--- config.mk ---
export PLATFORM = sky130hd
export DESIGN_NAME = selective_repeat_sender_window
export DESIGN_NICKNAME = d
export VERILOG_FILES = /design/src/hdl/srsw_pkg.sv /design/src/hdl/srsw_front.sv /design/src/hdl/srsw_cmdq.sv /design/src/hdl/srsw_back.sv /design/src/hdl/selective_repeat_sender_window.sv
export VERILOG_INCLUDE_DIRS = /design/src /design/src/hdl
export SDC_FILE = /design/constraint.sdc
export NUM_CORES = 1
export LEC_CHECK = 0
export BUFFER_PORTS_ARGS = -buffer_cell sky130_fd_sc_hd__buf_2
export CORE_AREA = 2 2 181 201
export DETAILED_ROUTE_END_ITERATION = 10
export DIE_AREA = 0 0 183 203
export PLACE_DENSITY = 0.7
export SYNTH_ARGS = -nofsm -noshare
export SYNTH_HDL_FRONTEND = slang
export SYNTH_SLANG_ARGS = --single-unit
export TNS_END_PERCENT = 5
--- constraint.sdc ---
create_clock -name clk_i -period 6.9 [get_ports clk_i]
set_input_delay 1.035 -clock clk_i [delete_from_list [all_inputs] [get_ports clk_i]]
set_output_delay 1.035 -clock clk_i [all_outputs]
set_load 0.01 [all_outputs]
--- src/hdl/selective_repeat_sender_window_macros.svh ---
// ----------------------------------------------------------------------------
// Assertion macros for the selective-repeat sender window
// Clocked on clk_i, disabled while rst_ni is low.
// ----------------------------------------------------------------------------
`ifndef SELECTIVE_REPEAT_SENDER_WINDOW_MACROS_SVH
`define SELECTIVE_REPEAT_SENDER_WINDOW_MACROS_SVH

// plain property
`define SRSW_ASSERT(label, prop, msg) \
  label: assert property (@(posedge clk_i) disable iff (!rst_ni) prop) else $error(msg);

// overlapping implication
`define SRSW_ASSERT_IMP(label, ante, cons, msg) \
  `SRSW_ASSERT(label, (ante) |-> (cons), msg)

`endif

--- src/hdl/srsw_pkg.sv ---
// ----------------------------------------------------------------------------
// srsw_pkg
// Types and constants shared by the selective-repeat sender window.
// ----------------------------------------------------------------------------
`default_nettype none

package srsw_pkg;

  localparam int SeqBits      = 3;
  localparam int PayloadWidth = 32;
  localparam int SeqSpace     = 1 << SeqBits;
  localparam int HalfSpace    = SeqSpace / 2;
  localparam int WinBits      = 3;
  // largest effective window: 3-bit size register, at most half the sequence space
  localparam int MaxWin       = (HalfSpace < 7) ? HalfSpace : 7;

  typedef logic [SeqBits-1:0]      seq_t;
  typedef logic [PayloadWidth-1:0] pay_t;
  typedef logic [WinBits-1:0]      win_t;

  localparam win_t WindowReset = 3'd4;

  localparam logic [1:0] ReqSend    = 2'd0;
  localparam logic [1:0] ReqAck     = 2'd1;
  localparam logic [1:0] ReqTimeout = 2'd2;

  typedef enum logic [1:0] {
    CmdNop,
    CmdSend,
    CmdAck,
    CmdTimeout
  } cmd_kind_e;

  typedef struct packed {
    logic [1:0] req_type;
    pay_t       payload;
    seq_t       seq_num;
    logic       ack_ok;
  } in_t;

  typedef struct packed {
    logic accepted;
    logic tx_valid;
    seq_t tx_seq;
    pay_t tx_payload;
    logic timer_start;
    logic timer_stop;
    seq_t timer_seq;
    seq_t window_base;
    logic window_full;
  } out_t;

  typedef struct packed {
    cmd_kind_e kind;
    seq_t      seq;
    pay_t      payload;
  } cmd_t;

endpackage

`default_nettype wire

--- src/hdl/srsw_front.sv ---
// ----------------------------------------------------------------------------
// srsw_front
// Classifies an incoming request word into a window command.
// ----------------------------------------------------------------------------
`default_nettype none

module srsw_front (
  input  srsw_pkg::in_t  in_word_i,
  output srsw_pkg::cmd_t cmd_o
);
  import srsw_pkg::*;

  always_comb begin
    cmd_o         = '0;
    cmd_o.kind    = CmdNop;
    cmd_o.seq     = in_word_i.seq_num;
    case (in_word_i.req_type)
      ReqSend: begin
        cmd_o.kind    = CmdSend;
        cmd_o.payload = in_word_i.payload;
      end
      // bad checksum: ack is dropped, only status is reported
      ReqAck: begin
        cmd_o.kind = in_word_i.ack_ok ? CmdAck : CmdNop;
      end
      ReqTimeout: begin
        cmd_o.kind = CmdTimeout;
      end
      default: begin
        cmd_o.kind = CmdNop;
      end
    endcase
  end

endmodule

`default_nettype wire

--- src/hdl/srsw_cmdq.sv ---
// ----------------------------------------------------------------------------
// srsw_cmdq
// Two-entry command queue between the classifier and the window engine.
// ----------------------------------------------------------------------------
`default_nettype none

module srsw_cmdq (
  input  logic           clk_i,
  input  logic           rst_ni,
  input  logic           push_i,
  input  srsw_pkg::cmd_t cmd_i,
  output logic           full_o,
  input  logic           pop_i,
  output logic           valid_o,
  output srsw_pkg::cmd_t cmd_o
);
  import srsw_pkg::*;

  localparam int Depth = 2;
  localparam int PtrW  = $clog2(Depth);
  localparam int CntW  = $clog2(Depth + 1);

  cmd_t            entry_q [Depth];
  logic [PtrW-1:0] wr_ptr_q, wr_ptr_d;
  logic [PtrW-1:0] rd_ptr_q, rd_ptr_d;
  logic [CntW-1:0] count_q, count_d;
  logic            do_push, do_pop;

  assign full_o  = (count_q == CntW'(Depth));
  assign valid_o = (count_q != '0);
  assign cmd_o   = entry_q[rd_ptr_q];
  assign do_push = push_i && !full_o;
  assign do_pop  = pop_i && valid_o;

  always_comb begin
    wr_ptr_d = wr_ptr_q;
    rd_ptr_d = rd_ptr_q;
    count_d  = count_q;
    if (do_push) begin
      wr_ptr_d = (wr_ptr_q == PtrW'(Depth - 1)) ? '0 : wr_ptr_q + 1'b1;
    end
    if (do_pop) begin
      rd_ptr_d = (rd_ptr_q == PtrW'(Depth - 1)) ? '0 : rd_ptr_q + 1'b1;
    end
    case ({do_push, do_pop})
      2'b10:   count_d = count_q + 1'b1;
      2'b01:   count_d = count_q - 1'b1;
      default: count_d = count_q;
    endcase
  end

  always_ff @(posedge clk_i or negedge rst_ni) begin
    if (!rst_ni) begin
      wr_ptr_q <= '0;
      rd_ptr_q <= '0;
      count_q  <= '0;
    end else begin
      wr_ptr_q <= wr_ptr_d;
      rd_ptr_q <= rd_ptr_d;
      count_q  <= count_d;
    end
  end

  always_ff @(posedge clk_i) begin
    if (do_push) begin
      entry_q[wr_ptr_q] <= cmd_i;
    end
  end

endmodule

`default_nettype wire

--- src/hdl/srsw_back.sv ---
// ----------------------------------------------------------------------------
// srsw_back
// Window engine: base/next pointers, ack bitmap, payload store, result word.
// ----------------------------------------------------------------------------
`default_nettype none

module srsw_back (
  input  logic           clk_i,
  input  logic           rst_ni,
  input  logic           cfg_valid_i,
  input  srsw_pkg::win_t cfg_data_i,
  input  logic           cmd_valid_i,
  input  srsw_pkg::cmd_t cmd_i,
  output logic           cmd_pop_o,
  input  logic           out_pop_i,
  output logic           out_empty_o,
  output srsw_pkg::out_t out_word_o
);
  import srsw_pkg::*;

  localparam int CmpW = (SeqBits > WinBits) ? SeqBits : WinBits;
  localparam int CntW = $clog2(MaxWin + 1);

  typedef enum logic {
    StIdle,
    StExec
  } state_e;

  state_e            state_q;
  cmd_t              cmd_q;
  seq_t              base_q, base_d;
  seq_t              next_q, next_d;
  // marks_q[i] is the ack mark of sequence number base_q + i
  logic [MaxWin-1:0] marks_q, marks_d;
  win_t              win_q;
  out_t              out_q, res;
  logic              out_valid_q;

  pay_t              mem [SeqSpace];
  pay_t              rd_data_q;

  win_t              eff_win;
  seq_t              outstanding, ack_off;
  logic              full_now, ack_in, exec_done, mem_we, run;
  logic [CntW-1:0]   slide_cnt;

  assign cmd_pop_o   = (state_q == StIdle) && cmd_valid_i;
  assign exec_done   = (state_q == StExec) && (!out_valid_q || out_pop_i);
  assign out_empty_o = !out_valid_q;
  assign out_word_o  = out_q;

  always_comb begin
    if (win_q == '0) begin
      eff_win = win_t'(1);
    end else if (win_q > win_t'(MaxWin)) begin
      eff_win = win_t'(MaxWin);
    end else begin
      eff_win = win_q;
    end
  end

  assign outstanding = next_q - base_q;
  assign ack_off     = cmd_q.seq - base_q;
  assign full_now    = CmpW'(outstanding) >= CmpW'(eff_win);
  assign ack_in      = CmpW'(ack_off) < CmpW'(eff_win);
  assign mem_we      = exec_done && (cmd_q.kind == CmdSend) && !full_now;

  always_comb begin
    base_d    = base_q;
    next_d    = next_q;
    marks_d   = marks_q;
    slide_cnt = '0;
    run       = 1'b1;
    res       = '0;
    case (cmd_q.kind)
      CmdSend: begin
        if (!full_now) begin
          for (int i = 0; i < MaxWin; i++) begin
            if (CmpW'(i) == CmpW'(outstanding)) marks_d[i] = 1'b0;
          end
          res.accepted    = 1'b1;
          res.tx_valid    = 1'b1;
          res.tx_seq      = next_q;
          res.tx_payload  = cmd_q.payload;
          res.timer_start = 1'b1;
          res.timer_seq   = next_q;
          next_d          = next_q + 1'b1;
        end
      end
      CmdAck: begin
        if (ack_in) begin
          for (int i = 0; i < MaxWin; i++) begin
            if (CmpW'(i) == CmpW'(ack_off)) marks_d[i] = 1'b1;
          end
          res.accepted   = 1'b1;
          res.timer_stop = 1'b1;
          res.timer_seq  = cmd_q.seq;
          // base slides over the leading run of acked entries, never past next
          if (cmd_q.seq == base_q) begin
            for (int i = 0; i < MaxWin; i++) begin
              if (run && marks_d[i] && (CmpW'(i) < CmpW'(outstanding))) begin
                slide_cnt = slide_cnt + 1'b1;
              end else begin
                run = 1'b0;
              end
            end
            marks_d = marks_d >> slide_cnt;
            base_d  = base_q + SeqBits'(slide_cnt);
          end
        end
      end
      CmdTimeout: begin
        res.tx_valid    = 1'b1;
        res.tx_seq      = cmd_q.seq;
        res.tx_payload  = rd_data_q;
        res.timer_start = 1'b1;
        res.timer_seq   = cmd_q.seq;
      end
      default: begin
      end
    endcase
    res.window_base = base_d;
    res.window_full = CmpW'(seq_t'(next_d - base_d)) >= CmpW'(eff_win);
  end

  always_ff @(posedge clk_i or negedge rst_ni) begin
    if (!rst_ni) begin
      state_q     <= StIdle;
      cmd_q       <= '0;
      base_q      <= '0;
      next_q      <= '0;
      marks_q     <= '0;
      win_q       <= WindowReset;
      out_q       <= '0;
      out_valid_q <= 1'b0;
    end else begin
      if (cfg_valid_i) begin
        win_q <= cfg_data_i;
      end
      // a result loaded at this edge keeps the word valid
      if (out_pop_i && out_valid_q && !exec_done) begin
        out_valid_q <= 1'b0;
      end
      case (state_q)
        StIdle: begin
          if (cmd_valid_i) begin
            cmd_q   <= cmd_i;
            state_q <= StExec;
          end
        end
        StExec: begin
          if (exec_done) begin
            base_q      <= base_d;
            next_q      <= next_d;
            marks_q     <= marks_d;
            out_q       <= res;
            out_valid_q <= 1'b1;
            state_q     <= StIdle;
          end
        end
        default: begin
          state_q <= StIdle;
        end
      endcase
    end
  end

  // payload store, read ahead while the command is dequeued
  always_ff @(posedge clk_i) begin
    if (mem_we) begin
      mem[next_q] <= cmd_q.payload;
    end
    if (cmd_pop_o) begin
      rd_data_q <= mem[cmd_i.seq];
    end
  end

endmodule

`default_nettype wire

--- src/hdl/selective_repeat_sender_window.sv ---
// ----------------------------------------------------------------------------
// selective_repeat_sender_window
// Selective-repeat ARQ sender window. Requests (send, ack, timeout) enter
// through a queue-style port (push/full) and are classified into a two-entry
// command queue; full rises when that queue holds two words. The window
// engine dequeues a command and reads the payload store in its idle state,
// then updates base/next and the ack bitmap and loads the result register
// in its exec state. Each request gives exactly one result word, offered
// while empty is low and taken with pop; the engine holds a finished result
// until it is popped, while new requests keep queuing. No clearing pass after
// reset. window_size (reset value 4) comes in on cfg_valid_i/cfg_data_i
// (always ready); the user must write it only while idle: nothing enforces it.
// ----------------------------------------------------------------------------
`default_nettype none

`include "selective_repeat_sender_window_macros.svh"

module selective_repeat_sender_window (
  input  logic           clk_i,
  input  logic           rst_ni,
  input  logic           push,
  output logic           full,
  input  srsw_pkg::in_t  in_word_i,
  output logic           empty,
  input  logic           pop,
  output srsw_pkg::out_t out_word_o,
  input  logic           cfg_valid_i,
  output logic           cfg_ready_o,
  input  srsw_pkg::win_t cfg_data_i
);
  import srsw_pkg::*;

  cmd_t dec_cmd, q_cmd;
  logic q_valid, q_pop;

  assign cfg_ready_o = 1'b1;

  srsw_front u_front (
    .in_word_i (in_word_i),
    .cmd_o     (dec_cmd)
  );

  srsw_cmdq u_cmdq (
    .clk_i   (clk_i),
    .rst_ni  (rst_ni),
    .push_i  (push),
    .cmd_i   (dec_cmd),
    .full_o  (full),
    .pop_i   (q_pop),
    .valid_o (q_valid),
    .cmd_o   (q_cmd)
  );

  srsw_back u_back (
    .clk_i       (clk_i),
    .rst_ni      (rst_ni),
    .cfg_valid_i (cfg_valid_i && cfg_ready_o),
    .cfg_data_i  (cfg_data_i),
    .cmd_valid_i (q_valid),
    .cmd_i       (q_cmd),
    .cmd_pop_o   (q_pop),
    .out_pop_i   (pop),
    .out_empty_o (empty),
    .out_word_o  (out_word_o)
  );

  // a sent or resent packet always (re)starts the timer of the same number
  `SRSW_ASSERT_IMP(a_tx_starts_timer, !empty && out_word_o.tx_valid,
                   out_word_o.timer_start && (out_word_o.timer_seq == out_word_o.tx_seq),
                   "tx word without matching timer start")
  // an accepted ack stops its timer and sends nothing
  `SRSW_ASSERT_IMP(a_ack_stops_timer, !empty && out_word_o.accepted && !out_word_o.tx_valid,
                   out_word_o.timer_stop && !out_word_o.timer_start,
                   "accepted ack without timer stop")
  // the engine only dequeues a command the queue holds
  `SRSW_ASSERT(a_pop_when_valid, !q_pop || q_valid, "command popped from empty queue")

endmodule

`default_nettype wire

==> metrics.txt <==
ys async rst share=between 20% and 30%; CP cell instances=inv_1, ha_1, fa_1, xor3_2, nor2_1, nor3_1, ha_1, o21ai_2, nor2_1, xnor2_1, ha_1, mux2_4, fa_1, mux2i_1, fa_1, xnor2_1, xnor2_1, xnor2_1, ha_1, a21oi_1, o21ai_0; Crit Reg-Reg Startpoint=u_back.next_q[0]; CP Max Fanout=9; Die H=between 200 and 250 um; Initial Utilization=between 50% and 60%; setup slack, reg-to-reg=1.24 ns; #FFs+latches synth=between 400 and 500; sequential cell area=between 0.01 and 0.015 mm2; CTS tree=built; Max Transition Viols Final=0; Resize count post-CTS=0; unrepaired setup endpoints after global routing=no; CP peak stage delay=about 0.57 ns; slew of the pin with the lowest slew margin=between 1 and 1.5 ns; H-tree depth=2; Pwr Density=between 400 and 500 mW/mm2; Antenna Nets Post-Route=0; worst slack, placed=between 1 and 1.5 ns; largest net degree at the start of global routing=between 70 and 80; clk_skew=around 0.017 ns; top_reg_cell synth=edfxtp_1; synthesized area per cell=17.1 um2; grt ovf=0; R2R depth=21; YS warnings=0; Slowest cell on crit path=xor3_2; Slew headroom=28.8%; Syn Inst Count=around 1,100; Post-Route Setup TNS=0 ns; Synth Area in XOR/XNOR=under 10%; Final setup viols=0; Synth Area in Compound Gates=5.08%; Die W=about 180 um; Max IR drop VDD=0.000262 V; post-synthesis adder-cell area fraction=2.00%; Final Hold Viols=0; main combinational cell family by area after synthesis=multiplexers; Final Cycle Share=about 82%; Post-CTS Setup Inserts=0; Final HPWL DP=around 22,000 um; All-Layer GR Usage=20.6%; EDFF count, synth=approximately 360; outcome=finished, final reports clean; CP startpoint kind=flop; via count=around 9,600; Clk Latency, worst-skew pair=between 0.5 and 0.6 ns; vias in the first global route=~9,900; Inserted Clock Buffers=45; total chip power=roughly 0.0094 W; Critical Path AT=approximately 6.1 ns; final wirelength=37,200 um; reg2reg end=u_back.out_word_o[0]; Max clock buf depth=3; root buf cell=clkbuf_16; share of cells above drive strength 1=25.3%; initial antenna violation count=0; top cells by area, synth=edfxtp_1, dfrtp_1, mux4_2, mux2i_1, mux2_2; post-synthesis mux area share=12.3%; Reg clk slew, reported paths=roughly 0.070 ns; maxcap violations=0; multi-input logic area=0.00488 mm2; Max Fclk=177 MHz; I/O pins=95; final hold slack=about 0.38 ns; Setup crit start=u_back.next_q[0]; CTS Hold Bufs=0; WP buf/inv=1; via/cell ratio=between 5 and 6; Synth Area in Simple Gates=5.48%; core box area=around 0.035 mm2; Filler cells=around 2,600; Worst Path Required=about 7.3 ns; Nets=about 1,300; cell type with the largest total area after synthesis=edfxtp_1; DR DRC count=0; Worst Path Class, Setup=reg -> reg; post-synthesis sequential area ratio=72.3%; # diodes=0; Starting DRT DRC Count=~750; leak pwr=between 7 and 8 nW; Num Clock Sinks=460; Initial DRT Pass Iterations=5; Final min period=5.66 ns; Mapped Area=0.0184 mm2; share of the synthesized area in the top cell type=about three fifths; post-detailed-route wirelength per cell=approximately 22 um; Rows=approximately 70; PortBufs=between 90 and 100; final core occ=59.6%; crit path capture type=flop; GP Congestion=just over 0.8; Area Overhead vs Synth=13.0%; die area=0.0371 mm2; setup ws final=roughly 1.2 ns; first-pass GRT wire length=57,700 um; Net Count, Synth=1,152; top cell family by delay on the critical path=adder cells; post-synthesis cell type count=a little over 60; HP Class=in -> async
## cells by family (layout without fill, tap and decap cells)
group / Yosys count / after routing
mux: 142 / 142
buf+inv: 78 / 219
simple gates: 220 / 220
other cells: 1 / 1
fa+ha+maj: 27 / 27
xor+xnor: 19 / 19
flops: 460 / 460
compound gates: 132 / 132
## flip-flops by register name (all words and copies together) (netlist names)
| register | count |
|---|---|
| u_back.win_q | 3 |
| u_cmdq.entry_q | 74 |
| u_cmdq.wr_ptr_q | 1 |
| u_cmdq.count_q | 2 |
| u_back.out_valid_q | 1 |
| u_back.cmd_q | 37 |
| u_cmdq.rd_ptr_q | 1 |
| u_back.next_q | 3 |
| u_back.state_q | 1 |
| u_back.mem | 256 |
| u_back.marks_q | 4 |
| u_back.rd_data_q | 32 |
| u_back.out_word_o | 45 |
## layout make-up
type                            instances  area share, %
Sequential cell                       460           64.0
Clock inverter                         15          0.534
Tap cell                              444           2.67
Inverter                               22          0.396
Timing Repair Buffer                  115           3.04
Clock buffer                           67           5.99
Multi-Input combinational cell        541           23.4
## layer usage
metal / GRT usage (%) / share of wire, %
met1: 27.9 / 42
met2: 34.9 / 50
met3: 3.64 / 6.1
met4: 5.40 / 1.8
met5: 0 / 0
## report_power, final
part	internal (W)	switching (W)	leakage, nW
Combinational	0.00116	0.00169	2.42
Sequential	0.00383	0.000445	4.54
Clock	0.00129	0.000999	0.656
Total	0.00629	0.00314	7.62
## layout by cell type (no fill, tap or decap), drive strengths merged, types with 4 or more instances in the layout
cell type and n:
edfxtp 362, buf 115, dfrtp 97, nor2 92, clkbuf 67, mux4 64
nand2 64, o21ai 61, mux2i 41, mux2 37, and2 35, a221oi 35
ha 23, inv 23, xnor2 15, clkinv 10, nand2b 7, a21oi 7
a22o 6, nor3 6, a31oi 5, fa 4, and3 4
## stage by stage
stage | instance area [um2] | std cells
floorplan | 18400 | 1079
global placement | 19500 | 1582
detailed placement | 19500 | 1582
CTS | 20800 | 1664
global route | 20800 | 1664
finish | 20800 | 1664
## how the worst max path moves through the flow
stage                                 endpoint  cells past startpoint
after CTS                 u_back.out_word_o[0]                     21
after global placement    u_back.out_word_o[0]                     21
after detailed placement  u_back.out_word_o[0]                     21
after global routing      u_back.out_word_o[0]                     21
final                     u_back.out_word_o[0]                     21
after floorplan               u_back.mem[2][0]                     10
## cell usage after synthesis, drive strengths merged, types with 23 or more instances
library cell,count
dfrtp,97
o21ai,61
nor2,92
mux2i,41
edfxtp,362
buf,23
and2,35
nand2,64
clkbuf,33
ha,23
mux2,37
a221oi,35
mux4,64
(Power assumes the default switching activity.)
